## src/rtl/core/vdci_pkg.sv

```systemverilog
package vdci_pkg;

  localparam int SAMPLE_W = 24;
  localparam int DELAY_W  = 28;
  localparam int SPM_W    = 24;
  localparam int FRAC_W   = 16;
  localparam int DPROD_W  = DELAY_W + SPM_W;
  localparam int DQ_W     = DPROD_W - FRAC_W;

  localparam logic [SPM_W-1:0] SPM_RESET = 24'd3145728;
  localparam logic [DQ_W-1:0]  MIN_Q     = 36'd65537;

  typedef struct packed {
    logic signed [SAMPLE_W-1:0] a;
    logic signed [SAMPLE_W-1:0] b;
    logic signed [SAMPLE_W-1:0] c;
    logic signed [SAMPLE_W-1:0] d;
    logic [FRAC_W-1:0]          frac;
  } job_t;

endpackage

```

## src/rtl/core/vdci_interp.sv

```systemverilog
module vdci_interp
  import vdci_pkg::*;
(
  input  logic                       clk,
  input  logic                       rst,
  input  logic                       start,
  input  job_t                       job,
  output logic                       done,
  output logic signed [SAMPLE_W-1:0] result
);

  localparam logic signed [18:0] SIXTH   = 19'sd174763;
  localparam logic signed [63:0] ROUND   = 64'sd2147483648;
  localparam logic signed [29:0] OUT_MAX = 30'sd8388607;
  localparam logic signed [29:0] OUT_MIN = -30'sd8388608;

  typedef enum logic [13:0] {
    I_IDLE = 14'b00000000000001,
    I_M1   = 14'b00000000000010,
    I_P    = 14'b00000000000100,
    I_M2   = 14'b00000000001000,
    I_M3   = 14'b00000000010000,
    I_Q    = 14'b00000000100000,
    I_M4   = 14'b00000001000000,
    I_M5   = 14'b00000010000000,
    I_R    = 14'b00000100000000,
    I_N    = 14'b00001000000000,
    I_M6   = 14'b00010000000000,
    I_M7   = 14'b00100000000000,
    I_S    = 14'b01000000000000,
    I_OUT  = 14'b10000000000000
  } ist_t;

  ist_t st, st_next;

  logic signed [26:0] a27, b27, c27, d27, m27, x27, e27;
  logic signed [26:0] x_q, e_q;
  logic signed [24:0] m_q;
  logic signed [SAMPLE_W-1:0] b_q;
  logic [FRAC_W-1:0] frac_q;
  logic [16:0] w_q;

  logic signed [27:0] mul_a;
  logic signed [18:0] mul_b;
  logic signed [46:0] prod;
  logic signed [63:0] prod_x, acc, sum_w, t_q;
  logic signed [45:0] p_q, q_q, r_q, n_q;
  logic signed [29:0] res;

  assign a27 = {{3{job.a[SAMPLE_W-1]}}, job.a};
  assign b27 = {{3{job.b[SAMPLE_W-1]}}, job.b};
  assign c27 = {{3{job.c[SAMPLE_W-1]}}, job.c};
  assign d27 = {{3{job.d[SAMPLE_W-1]}}, job.d};
  assign m27 = c27 - b27;
  assign x27 = d27 - a27 - (m27 <<< 1) - m27;
  assign e27 = d27 + (a27 <<< 1) - (b27 <<< 1) - b27;

  // shared multiplier: wide operands go through as a 22-bit low and a high chunk
  always_comb begin
    mul_a = '0;
    mul_b = '0;
    case (st)
      I_M1: begin
        mul_a = {x_q[26], x_q};
        mul_b = {3'b0, frac_q};
      end
      I_M2: begin
        mul_a = {6'b0, p_q[21:0]};
        mul_b = {2'b0, w_q};
      end
      I_M3: begin
        mul_a = {{4{p_q[45]}}, p_q[45:22]};
        mul_b = {2'b0, w_q};
      end
      I_M4: begin
        mul_a = {6'b0, q_q[21:0]};
        mul_b = SIXTH;
      end
      I_M5: begin
        mul_a = {{4{q_q[45]}}, q_q[45:22]};
        mul_b = SIXTH;
      end
      I_M6: begin
        mul_a = {6'b0, n_q[21:0]};
        mul_b = {3'b0, frac_q};
      end
      I_M7: begin
        mul_a = {{4{n_q[45]}}, n_q[45:22]};
        mul_b = {3'b0, frac_q};
      end
      default: begin
        mul_a = '0;
        mul_b = '0;
      end
    endcase
  end

  assign prod_x = {{17{prod[46]}}, prod};
  assign sum_w  = acc + (prod_x <<< 22);
  assign res    = {{6{b_q[SAMPLE_W-1]}}, b_q} + 30'(t_q >>> 32);

  always_comb begin
    st_next = st;
    case (st)
      I_IDLE: if (start) st_next = I_M1;
      I_M1:   st_next = I_P;
      I_P:    st_next = I_M2;
      I_M2:   st_next = I_M3;
      I_M3:   st_next = I_Q;
      I_Q:    st_next = I_M4;
      I_M4:   st_next = I_M5;
      I_M5:   st_next = I_R;
      I_R:    st_next = I_N;
      I_N:    st_next = I_M6;
      I_M6:   st_next = I_M7;
      I_M7:   st_next = I_S;
      I_S:    st_next = I_OUT;
      I_OUT:  st_next = I_IDLE;
      default: st_next = I_IDLE;
    endcase
  end

  always_ff @(posedge clk) begin
    if (rst) begin
      st   <= I_IDLE;
      done <= 1'b0;
    end else begin
      st   <= st_next;
      done <= (st == I_OUT);
    end
  end

  always_ff @(posedge clk) begin
    prod <= mul_a * mul_b;
    case (st)
      I_IDLE: begin
        if (start) begin
          x_q    <= x27;
          e_q    <= e27;
          m_q    <= m27[24:0];
          b_q    <= job.b;
          frac_q <= job.frac;
          w_q    <= 17'h10000 - {1'b0, job.frac};
        end
      end
      I_P:  p_q <= prod[45:0] + {{3{e_q[26]}}, e_q, 16'b0};
      I_M3: acc <= prod_x;
      I_Q:  q_q <= sum_w[61:16];
      I_M5: acc <= prod_x;
      I_R:  r_q <= {{2{sum_w[63]}}, sum_w[63:20]};
      I_N:  n_q <= {{5{m_q[24]}}, m_q, 16'b0} - r_q;
      I_M7: acc <= prod_x;
      I_S:  t_q <= sum_w + ROUND;
      I_OUT: begin
        if (res > OUT_MAX) begin
          result <= OUT_MAX[SAMPLE_W-1:0];
        end else if (res < OUT_MIN) begin
          result <= OUT_MIN[SAMPLE_W-1:0];
        end else begin
          result <= res[SAMPLE_W-1:0];
        end
      end
      default: begin
      end
    endcase
  end

  a_start_idle: assert property (@(posedge clk) disable iff (rst)
    start |-> (st == I_IDLE))
    else $error("interp started while busy");

  a_done_after_out: assert property (@(posedge clk) disable iff (rst)
    done |-> $past(st == I_OUT))
    else $error("done without final step");

endmodule
```

## config.mk

```make
export PLATFORM = sky130hd
export DESIGN_NAME = vdci_interp
export DESIGN_NICKNAME = d
export VERILOG_FILES = /design/src/rtl/core/vdci_pkg.sv /design/src/rtl/core/vdci_interp.sv
export SDC_FILE = /design/constraint.sdc
export NUM_CORES = 2
export LEC_CHECK = 0
export ABC_CLOCK_PERIOD_IN_PS = 9790
export BUFFER_PORTS_ARGS = -buffer_cell sky130_fd_sc_hd__buf_2
export CAP_MARGIN = 20
export CORE_UTILIZATION = 45
export CTS_CLUSTER_DIAMETER = 100
export DETAILED_ROUTE_END_ITERATION = 7
export PLACE_DENSITY = 0.72
export SLEW_MARGIN = 30
export SYNTH_ARGS = -nofsm -noshare
export SYNTH_HDL_FRONTEND = slang
export SYNTH_SLANG_ARGS = --single-unit
```

## constraint.sdc

```tcl
create_clock -name clk -period 9.79 [get_ports clk]
set_input_delay 0.979 -clock clk [delete_from_list [all_inputs] [get_ports clk]]
set_output_delay 0.979 -clock clk [all_outputs]
set_load 0.05 [all_outputs]
```

==> key figures <==
Status
  – Result of the run: complete, no violations

CTS
  – Root Driver: clkbuf_16
  – CTS Buffer Depth: 3
  – Worst skew pair latency: ~0.64 ns
  – Clk sink count: between 400 and 500
  – CTS tree: built
  – CTS clk-pin slew, worst paths: ~0.060 ns
  – # Post-CTS Setup Buffers: 0
  – Hold_buf cts: 0
  – CTS buffer count: 53
  – H-tree depth: 2

Timing
  – Final min period: between 9 and 10 ns
  – Clock Skew: around 0.042 ns
  – Hold_ws: 0.428 ns
  – Unrepaired setup endpoints after global routing: false
  – Relative slew slack: approximately a quarter
  – Fin worst setup slack: roughly 0.38 ns
  – Setup TNS: 0 ns
  – Setup-failing EPs final: 0
  – Max Clk Rate: between 100 and 150 MHz
  – Max Slew Vio Count: 0
  – Final Hold Fails: 0
  – Slew @ Worst Pin: between 1 and 1.5 ns
  – Final worst path period share: 96.1%

Floorplanning
  – Die height: roughly 320 um
  – Initial core utilization: a little under half
  – I/O pins: 140
  – Row cnt: roughly 120
  – Die X-Extent: between 300 and 400 um
  – Std-Cell Core Area: ~100,000 um2
  – Die footprint: 102,000 um2

Critical path
  – CP max stage delay: between 0.5 and 0.6 ns
  – Crit path required time: between 10 and 15 ns
  – Element type at the critical path end: flip-flop
  – Critical path class: flip-flop to flip-flop
  – Worst Path Arrival: ~9.9 ns
  – Slowest CP cell: or4_1
  – CP max FO: 25
  – Worst setup SP type: flip-flop

Synth
  – Synth area leaders: edfxtp_1 (26%), fa_1 (26%), ha_1 (9.0%)
  – Post-synthesis cell area: roughly 45,000 um2
  – EDFF count, synth: between 400 and 500
  – Post-Syn Instances: 4,515
  – Post-Synth XOR/XNOR Area: 5.41%
  – Post-synthesis sequential area ratio: about 30%
  – Simple-gate share of the synthesized area: between 10% and 20%
  – Syn Nets: 5,541
  – Area leader, netlist: edfxtp_1
  – Largest family of logic cells by synthesized area: adder cells
  – Synthesized area per cell: 10.1 um2
  – YS warnings: 0
  – Main synth FF type: edfxtp_1
  – Multiplexer share of the synthesized area: less than 1%
  – Synth Area in Compound Gates: 11.0%
  – Adder-cell area share of the yosys netlist: 34.7%
  – Area share of the largest cell type after synthesis: a little over a quarter
  – Library cells used by synthesis: 86
  – Share of synthesized registers carrying an async set or reset: 0%
  – Post-synthesis register bit count: 463

Power
  – Net Sw Frac: between 30% and 40%
  – Logic pwr share: about a third
  – Int Power: ~4.6 mW
  – Pleak: ~23 nW
  – Cell Pwr Density: approximately 140 nW/um2
  – Sequential share of power: ~37%
  – Switch Pwr: between 2 and 2.5 mW
  – Clock power frac: a little under a third
  – Peak VDD IR: 139 uV
  – Pwr Total: a little under 7 mW

Run
  – Max Cap Viol: 0

Layout
  – Post-Layout Cell Count: a little over 6,000
  – Layout cells sized above 1: under 10%
  – Most common cell after layout, fill and taps aside: inv_1
  – Design area: approximately 50,000 um2
  – Nets: around 5,700
  – Layout area overhead: 10.1%
  – Commonest cells after routing, fill and taps aside: inv_1 (817), fa_1 (582), edfxtp_1 (401)
  – Final core utilization: 50.0%

Placed design
  – Cells after DPL: ~6,000
  – Dpl cell area: roughly 48,000 um2
  – GP Congestion: around 0.99
  – IO buf count: 139
  – Setup WS pre-CTS: about 0.35 ns
  – Detailed placer's ending HPWL: 111 mm

Detailed routing
  – Vias: 34,074
  – Initial DRC count: between 3,000 and 4,000
  – ANT nets after route: 0
  – Via density: roughly 5.6
  – DRC Markers: 0
  – DR WL/cell: 22.1 um
  – Drt pass-1 iters: 7
  – Final WL: 134 mm

Global routing
  – Vias in the first global route: ~34,000
  – Total grt overflow: 0
  – Initial antenna violation count: 5
  – First-pass GRT wire length: between 200 and 250 mm
  – Gr usage total: 26.4%
  – Largest net degree at the start of global routing: between 100 and 150

Min path
  – Hold Path Class: flip-flop to flip-flop
-- cell type report --
type	instances	area (um2)
multi-input combinational	3125	28800
antenna	1	2.50
inverter	818	3070
tap	1298	1620
fill	9005	50100
clock inverter	42	509
timing repair buffer	232	1420
clock buffer	58	1360
sequential	463	13300
-- cells by family (layout without fill, tap and decap cells) --
family	Yosys count	in the layout
buffers and inverters	927	1150
adder cells (fa/ha/maj)	911	911
AND/OR/NAND/NOR	1183	1183
flip-flops	463	463
AO/OA/AOI/OAI	748	748
XOR/XNOR	280	280
multiplexers	3	3
other	0	1
-- state kept, by name, summed over array words and instances (netlist names), 16 cells and up --
name / cells
acc: 31
prod: 47
x_q: 27
m_q: 25
e_q: 27
q_q: 46
b_q: 24
w_q: 16
t_q: 30
frac_q: 16
p_q: 46
result: 24
n_q: 45
r_q: 44
-- power by group through the flow --
stage | logic, mW | clock network, mW | registers, mW
after CTS | 2.19 | 2.15 | 2.58
after global routing | 2.45 | 2.21 | 2.58
after global placement | 2.12 | 0 | 2.62
after floorplan | 1.60 | 0 | 2.50
after detailed placement | 2.17 | 0 | 2.62
final | 2.22 | 2.13 | 2.58
-- synthesized netlist by cell type, drive strengths merged (21+ instances only) --
| cell | count |
|---|---|
| and3 | 29 |
| a211oi | 25 |
| ha | 329 |
| buf | 36 |
| nor2 | 394 |
| a21o | 100 |
| nor2b | 24 |
| a31oi | 28 |
| a22o | 25 |
| a221oi | 28 |
| nand4 | 32 |
| or3 | 21 |
| o21ai | 139 |
| o21bai | 36 |
| nand3 | 68 |
| fa | 582 |
| o21a | 32 |
| and2 | 31 |
| dfxtp | 62 |
| inv | 818 |
| xor2 | 79 |
| edfxtp | 401 |
| nor3 | 55 |
| xnor2 | 201 |
| nand2 | 400 |
| clkbuf | 73 |
| a21oi | 204 |
| nand2b | 39 |
-- path summary, 6_finish.rpt --
path                      start          endpoint  slack (ns)  cells after the start
max reg2reg  st[5]$_SDFFE_PP0P_  prod[39]$_DFF_P_        0.38                     35
min reg2reg   acc[18]$_DFFE_PP_  q_q[2]$_DFFE_PP_        0.43                      0
max          st[5]$_SDFFE_PP0P_  prod[39]$_DFF_P_        0.38                     35
min           acc[18]$_DFFE_PP_  q_q[2]$_DFFE_PP_        0.43                      0
-- critical path: cells and delay by family, from the launching register on --
family | cells | cell delay [ns]
XOR/XNOR | 1 | 0.17
AO/OA/AOI/OAI | 11 | 2.77
flip-flops | 1 | 0.35
adder cells (fa/ha/maj) | 7 | 3.08
AND/OR/NAND/NOR | 8 | 1.86
buffers and inverters | 8 | 1.03
-- metal layers --
layer / track usage, % / vias to the layer above / share of wire [%]
met2: 43.5 / 1440 / 47
met4: 9.34 / 4 / 4.1
met3: 4.76 / 297 / 8.7
met5: 0 / - / 0.018
li1: - / 15306 / -
met1: 34.9 / 17027 / 40
-- what timing repair did --
| item | 4_1_cts | 5_1_grt |
|---|---|---|
| endpoints found under the hold margin | 0 | 0 |
| resized for setup | 0 | 9 |
| endpoints found under the setup margin | 0 | 9 |
Note: power is estimated with default switching activity, not from simulation.
